**src/sv/ncst_pkg.sv**
```systemverilog
`timescale 1ns / 1ps
`default_nettype none
// ----------------------------------------------------------------------------
// ncst_pkg: shared types and constants of the named semaphore table
// The request token that travels down the cell chain, the claim broadcast
// and the count limits live here.
// ----------------------------------------------------------------------------
package ncst_pkg;

    localparam int NUM_SEMAPHORES_DEF = 16;
    localparam int NAME_BYTES_DEF     = 8;

    // Entry indexes travel at the width of a semaphore id.
    localparam int ID_W    = 8;
    localparam int NAME_W  = 64;
    localparam int COUNT_W = 16;

    localparam logic signed [COUNT_W-1:0] COUNT_MAX  = 16'sh7FFF;
    localparam logic signed [COUNT_W-1:0] COUNT_MIN  = 16'sh8000;
    localparam logic signed [COUNT_W-1:0] FAIL_VALUE = -16'sd1;

    localparam logic STATUS_OK   = 1'b0;
    localparam logic STATUS_FAIL = 1'b1;

    typedef enum logic [1:0] {
        KIND_CREATE = 2'd0,
        KIND_SET    = 2'd1,
        KIND_WAIT   = 2'd2,
        KIND_SIGNAL = 2'd3
    } t_kind;

    // Request token handed from cell to cell, one cell per cycle.
    typedef struct packed {
        logic                      valid;
        t_kind                     kind;
        logic [ID_W-1:0]           sem_id;
        logic [NAME_W-1:0]         name;
        logic signed [COUNT_W-1:0] new_count;
        logic                      found;      // a used entry matched the name
        logic [ID_W-1:0]           found_idx;
        logic                      free;       // a free entry was seen
        logic [ID_W-1:0]           free_idx;
        logic                      done;       // set, wait or signal applied
        logic signed [COUNT_W-1:0] value;
        logic                      block;
        logic                      wake;
    } t_tok;

    // Broadcast that claims a free entry for a newly created name.
    typedef struct packed {
        logic              valid;
        logic [ID_W-1:0]   idx;
        logic [NAME_W-1:0] name;
    } t_claim;

endpackage
`default_nettype wire

```
**src/sv/ncst_cell.sv**
```systemverilog
`timescale 1ns / 1ps
`default_nettype none
// ----------------------------------------------------------------------------
// ncst_cell: one semaphore entry of the table
// Holds one entry, applies the passing request token to it and registers the
// token for the next cell.
// ----------------------------------------------------------------------------
module ncst_cell #(
    parameter int IDX = 0
) (
    input  wire logic             i_clk,
    input  wire logic             i_rst_n,
    input  wire ncst_pkg::t_tok   i_tok,
    input  wire ncst_pkg::t_claim i_claim,
    output ncst_pkg::t_tok        o_tok
);

    localparam logic [ncst_pkg::ID_W-1:0] MY_IDX = ncst_pkg::ID_W'(IDX);

    logic                                r_used;
    logic [ncst_pkg::NAME_W-1:0]         r_name;
    logic signed [ncst_pkg::COUNT_W-1:0] r_count;
    ncst_pkg::t_tok                      r_tok;

    logic                                n_used;
    logic [ncst_pkg::NAME_W-1:0]         n_name;
    logic signed [ncst_pkg::COUNT_W-1:0] n_count;
    ncst_pkg::t_tok                      n_tok;

    always_comb begin
        n_used  = r_used;
        n_name  = r_name;
        n_count = r_count;
        n_tok   = i_tok;
        if (i_tok.valid) begin
            unique case (i_tok.kind)
                ncst_pkg::KIND_CREATE: begin
                    if (r_used && r_name == i_tok.name && !i_tok.found) begin
                        n_tok.found     = 1'b1;
                        n_tok.found_idx = MY_IDX;
                    end
                    if (!r_used && !i_tok.free) begin
                        n_tok.free     = 1'b1;
                        n_tok.free_idx = MY_IDX;
                    end
                end
                ncst_pkg::KIND_SET: begin
                    if (r_used && i_tok.sem_id == MY_IDX) begin
                        n_count     = i_tok.new_count;
                        n_tok.done  = 1'b1;
                        n_tok.value = i_tok.new_count;
                    end
                end
                ncst_pkg::KIND_WAIT: begin
                    if (r_used && i_tok.sem_id == MY_IDX) begin
                        if (r_count != ncst_pkg::COUNT_MIN) begin
                            n_count = r_count - 16'sd1;
                        end
                        n_tok.done  = 1'b1;
                        n_tok.value = '0;
                        n_tok.block = n_count < 0;
                    end
                end
                ncst_pkg::KIND_SIGNAL: begin
                    if (r_used && i_tok.sem_id == MY_IDX) begin
                        if (r_count != ncst_pkg::COUNT_MAX) begin
                            n_count = r_count + 16'sd1;
                        end
                        n_tok.done  = 1'b1;
                        n_tok.value = '0;
                        n_tok.wake  = n_count <= 0;
                    end
                end
                default: begin
                end
            endcase
        end
        // A claim only arrives when no token is in the chain.
        if (i_claim.valid && i_claim.idx == MY_IDX) begin
            n_used  = 1'b1;
            n_name  = i_claim.name;
            n_count = '0;
        end
    end

    always_ff @(posedge i_clk) begin
        if (!i_rst_n) begin
            r_used  <= 1'b0;
            r_name  <= '0;
            r_count <= '0;
            r_tok   <= '0;
        end else begin
            r_used  <= n_used;
            r_name  <= n_name;
            r_count <= n_count;
            r_tok   <= n_tok;
        end
    end

    assign o_tok = r_tok;

endmodule
`default_nettype wire

```
**config.mk**
```make
export PLATFORM = sky130hd
export DESIGN_NAME = ncst_cell
export DESIGN_NICKNAME = d
export VERILOG_FILES = /design/src/sv/ncst_pkg.sv /design/src/sv/ncst_cell.sv
export SDC_FILE = /design/constraint.sdc
export NUM_CORES = 1
export LEC_CHECK = 0
export BUFFER_PORTS_ARGS = -buffer_cell sky130_fd_sc_hd__buf_2
export CORE_MARGIN = 1.5
export CORE_UTILIZATION = 52
export DETAILED_ROUTE_END_ITERATION = 7
export GPL_TIMING_DRIVEN = 1
export PLACE_DENSITY = 0.89
export REMOVE_ABC_BUFFERS = 1
export SETUP_SLACK_MARGIN = 0.15
export SYNTH_ARGS = -nofsm -noshare
export SYNTH_HDL_FRONTEND = slang
export SYNTH_SLANG_ARGS = --single-unit
export TNS_END_PERCENT = 100
```
**constraint.sdc**
```tcl
create_clock -name i_clk -period 6.7 [get_ports i_clk]
set_input_delay 0.67 -clock i_clk [delete_from_list [all_inputs] [get_ports i_clk]]
set_output_delay 0.67 -clock i_clk [all_outputs]
set_load 0.005 [all_outputs]
```
==> key figures <==
Floorplanning
  – Placeable Area: 15830 µm²
  – DIE HEIGHT: 130.1 µm
  – Die width: 130.1 µm
  – Row count: 46
  – Die area: 16930 µm²
  – Boundary Pins: 331
  – Initial Util: 53.10%

Yosys
  – Post-synthesis register bit count: 209
  – Synth area leaders: dfxtp_1 (50%), nand2_1 (7.6%), and2_1 (6.3%), a21oi_1 (5.7%), xnor2_1 (5.1%)
  – Mapped cell area: 8404 µm²
  – Avg Cell Area, Syn: 8.567 µm²
  – Post-synth top area share: 49.78%
  – Leading area contributor after synthesis: dfxtp_1
  – Synth unique cells: 71
  – Top FF cell, synth: dfxtp_1
  – Post-Synthesis Cells: 981
  – Post-synth ARST share: 0%
  – Post-synth EDFFs: 0
  – Yosys Warn Count: 0
  – Sequential area share after synthesis: 49.78%

Worst hold path
  – Hold path cells: 2
  – Min-delay src: i_tok[25]
  – HP Class: input pin to register
  – Hold EP: o_tok[25]$_SDFF_PN0_

Drt
  – Routed met3 length: 2502 µm
  – Initial DRC Count: 772
  – Met2 wire length: 13710 µm
  – Detail Route Antenna Nets: 0
  – First drt pass iteration count: 5
  – Via count: 8338
  – Uppermost layer routed: met4
  – Met1 WL: 9813 µm
  – Avg Vias per Cell: 5.504
  – Wire per inst: 18.12 µm
  – Remaining DRCs: 0
  – Final wirelength: 27460 µm

Power
  – Internal power: 2213 µW
  – Clock share of power: 46.4%
  – Leak pwr: 0.004834 µW
  – Power Density: 259.3 nW/µm²
  – Switching Share: 22.13%
  – Peak VDD IR: 0.0001830 V
  – NetSw: 628.8 µW
  – Gate power share: 8.0%
  – Sequential power share: 45.6%

CTS
  – Num CTS Buffers: 22
  – # hold bufs at CTS: 0
  – Post-CTS sizing: 0
  – Clock Sinks: 209
  – Post-CTS setup buffer count: 0
  – Worst skew pair latency: 0.50 ns
  – CTS tree: done
  – Buffer depth of the longest clock path: 3
  – H-tree depth: 1
  – CTS root buffer: clkbuf_16
  – Clock-pin slew of the registers on the worst-case setup and hold paths: 0.06 ns

Timing
  – Worst relative slew slack: 14.99%
  – Crit share post-route: 45.34%
  – Slew Viols, Final: 0
  – RSZ-0062 raised after global routing: false
  – Setup_tns: 0 ns
  – Post-route minimum period: 3.038 ns
  – Slew @ Worst Pin: 1.264 ns
  – Setup Skew: 0.009237 ns
  – Fmax: 0.3292 GHz
  – Final Hold Viols: 0
  – Final setup violating endpoints: 0

Layout
  – Fillers: 1186
  – Ratio of cells with drive above 1 in the final layout: 29.97%
  – Nets: 1488
  – Commonest non-fill, non-tap cell in the layout: buf_2
  – Fin area: 10960 µm²
  – Layout Area Growth over Synthesis: 30.37%
  – Commonest non-fill, non-tap cells in the layout: buf_2 (330), dfxtp_1 (209), nand2_1 (170)

Setup path
  – Reg-to-reg endpoint: o_tok[0]$_SDFF_PN0_
  – Crit-path slowest cell: or4_1
  – CP max FO: 12
  – FF-to-FF Start: r_count[0]$_SDFFE_PP0P_
  – Worst EP arrival: 3.48 ns
  – Worst path required time: 7.14 ns
  – R2R Setup Slk: 3.66 ns
  – Setup CP Type: register to register
  – Startpoint types: register
  – CP max stage delay: 0.70 ns
  – Worst path most repeated cell: a211o_1
  – Crit. End Element: register
  – FF-to-FF path depth: 7
  – CP cell instances: ha_1 > nand4_1 > or4_1 > a211o_1 > a211o_1 > nor4_1 > a21o_1

Placement
  – Post-Place Cell Area: 10160 µm²
  – RePlAce Congestion: 0.9384
  – IO Port Bufs: 330
  – DP Wirelength: 19680 µm

Status
  – Run status: finished clean

Global route
  – Antenna violations before repair: 0
  – Remaining Overflow, GRT: 0
  – First-pass GRT wire length: 39410 µm
  – Vias in the first global route: 7710
  – Largest net degree at the start of global routing: 67
  – Global Route Usage Sum: 30.03%

Job
  – Max-cap violation count: 0
-- routing by layer --
layer  GRT usage (%)  vias to the layer above
met5               0                        -
met4           16.27                        0
met3           5.002                      104
met2           53.78                      490
met1           34.06                     3795
li1                -                     3949
-- per-stage QoR --
stage	total power [µW]	hold WS (ns)	std cells	worst slack [ns]	util, %
detailed placement	1547	0.4493	1474	3.405	64.17
finish	2841	0.3768	1515	3.662	69.23
floorplan	1400	0.4363	921	3.121	-
global placement	1541	0.4424	1474	3.521	64.17
global route	2918	0.3750	1514	3.425	69.21
CTS	2848	0.3681	1514	3.719	69.21
-- layout make-up --
class                   count  area [µm²]  area share (%)
clock buffers              32       679.4           6.201
well taps                 216       270.3           2.467
repair buffers            337        1704           15.55
diodes                      1       2.502         0.02284
flip-flops and latches    209        4184           38.19
clock inverters             8       118.9           1.085
multi-input cells         682        3884           35.45
inverters                  30       113.9           1.039
-- cell usage after synthesis, types with 3 or more instances --
cell / count
and4_1: 5
o21ai_0: 24
and2_1: 85
a311oi_1: 3
a31oi_1: 5
dfxtp_1: 209
buf_2: 8
nand2_1: 170
or4_1: 3
xnor2_1: 49
a32o_1: 6
nor2b_1: 5
a211o_1: 3
nand3_1: 11
nor3b_1: 3
nand4_1: 23
o2bb2ai_1: 4
nor3_1: 16
inv_1: 29
a21oi_1: 96
nor4_1: 14
o221ai_1: 3
xor2_1: 5
clkbuf_1: 43
o22ai_1: 13
nand2b_1: 4
a211oi_1: 3
o31ai_1: 3
buf_1: 8
mux2i_1: 5
nor2_1: 70
o32ai_1: 3
ha_1: 3
-- flip-flops by register name (all words and copies together), names as in the netlist --
name     cells
r_count     16
r_used       1
o_tok      128
r_name      64
-- power by group through the flow --
stage,sequential [µW],combinational [µW],clock (µW)
6_report,1290,228,1320
3_3_place_gp,1320,220,0
2_1_floorplan,1330,71.3,0
3_5_place_dp,1320,225,0
4_1_cts,1290,227,1330
5_1_grt,1300,247,1370
-- worst max path at each step --
stage	from	end	slack (ns)	cells past startpoint
2_1_floorplan	i_tok[120]	r_count[0]$_SDFFE_PP0P_	3.12	6
3_3_place_gp	i_rst_n	r_count[3]$_SDFFE_PP0P_	3.52	6
3_5_place_dp	i_rst_n	r_count[3]$_SDFFE_PP0P_	3.41	6
4_1_cts	r_count[0]$_SDFFE_PP0P_	o_tok[0]$_SDFF_PN0_	3.72	7
5_1_grt	r_count[0]$_SDFFE_PP0P_	o_tok[0]$_SDFF_PN0_	3.43	7
6_report	r_count[0]$_SDFFE_PP0P_	o_tok[0]$_SDFF_PN0_	3.66	7
-- critical path, delay by kind of cell, from the launching register on --
family,cells,cell delay (ns)
DFF,1,0.53
AOI/OAI and AO/OA,3,0.77
and+or+nand+nor,3,1.30
adders and majority gates,1,0.38
-- kinds of logic (layout without fill, tap and decap cells) --
family	count (synthesis)	after routing	share of synthesized area, %
buf+inv	90	407	4.153
fa+ha+maj	3	3	0.4467
xor+xnor	54	54	5.627
mux	6	6	0.7295
compound gates	193	193	14.11
other cells	0	1	0
simple gates	426	426	25.15
flops	209	209	49.78
Note: power is estimated with default switching activity, not from simulation.
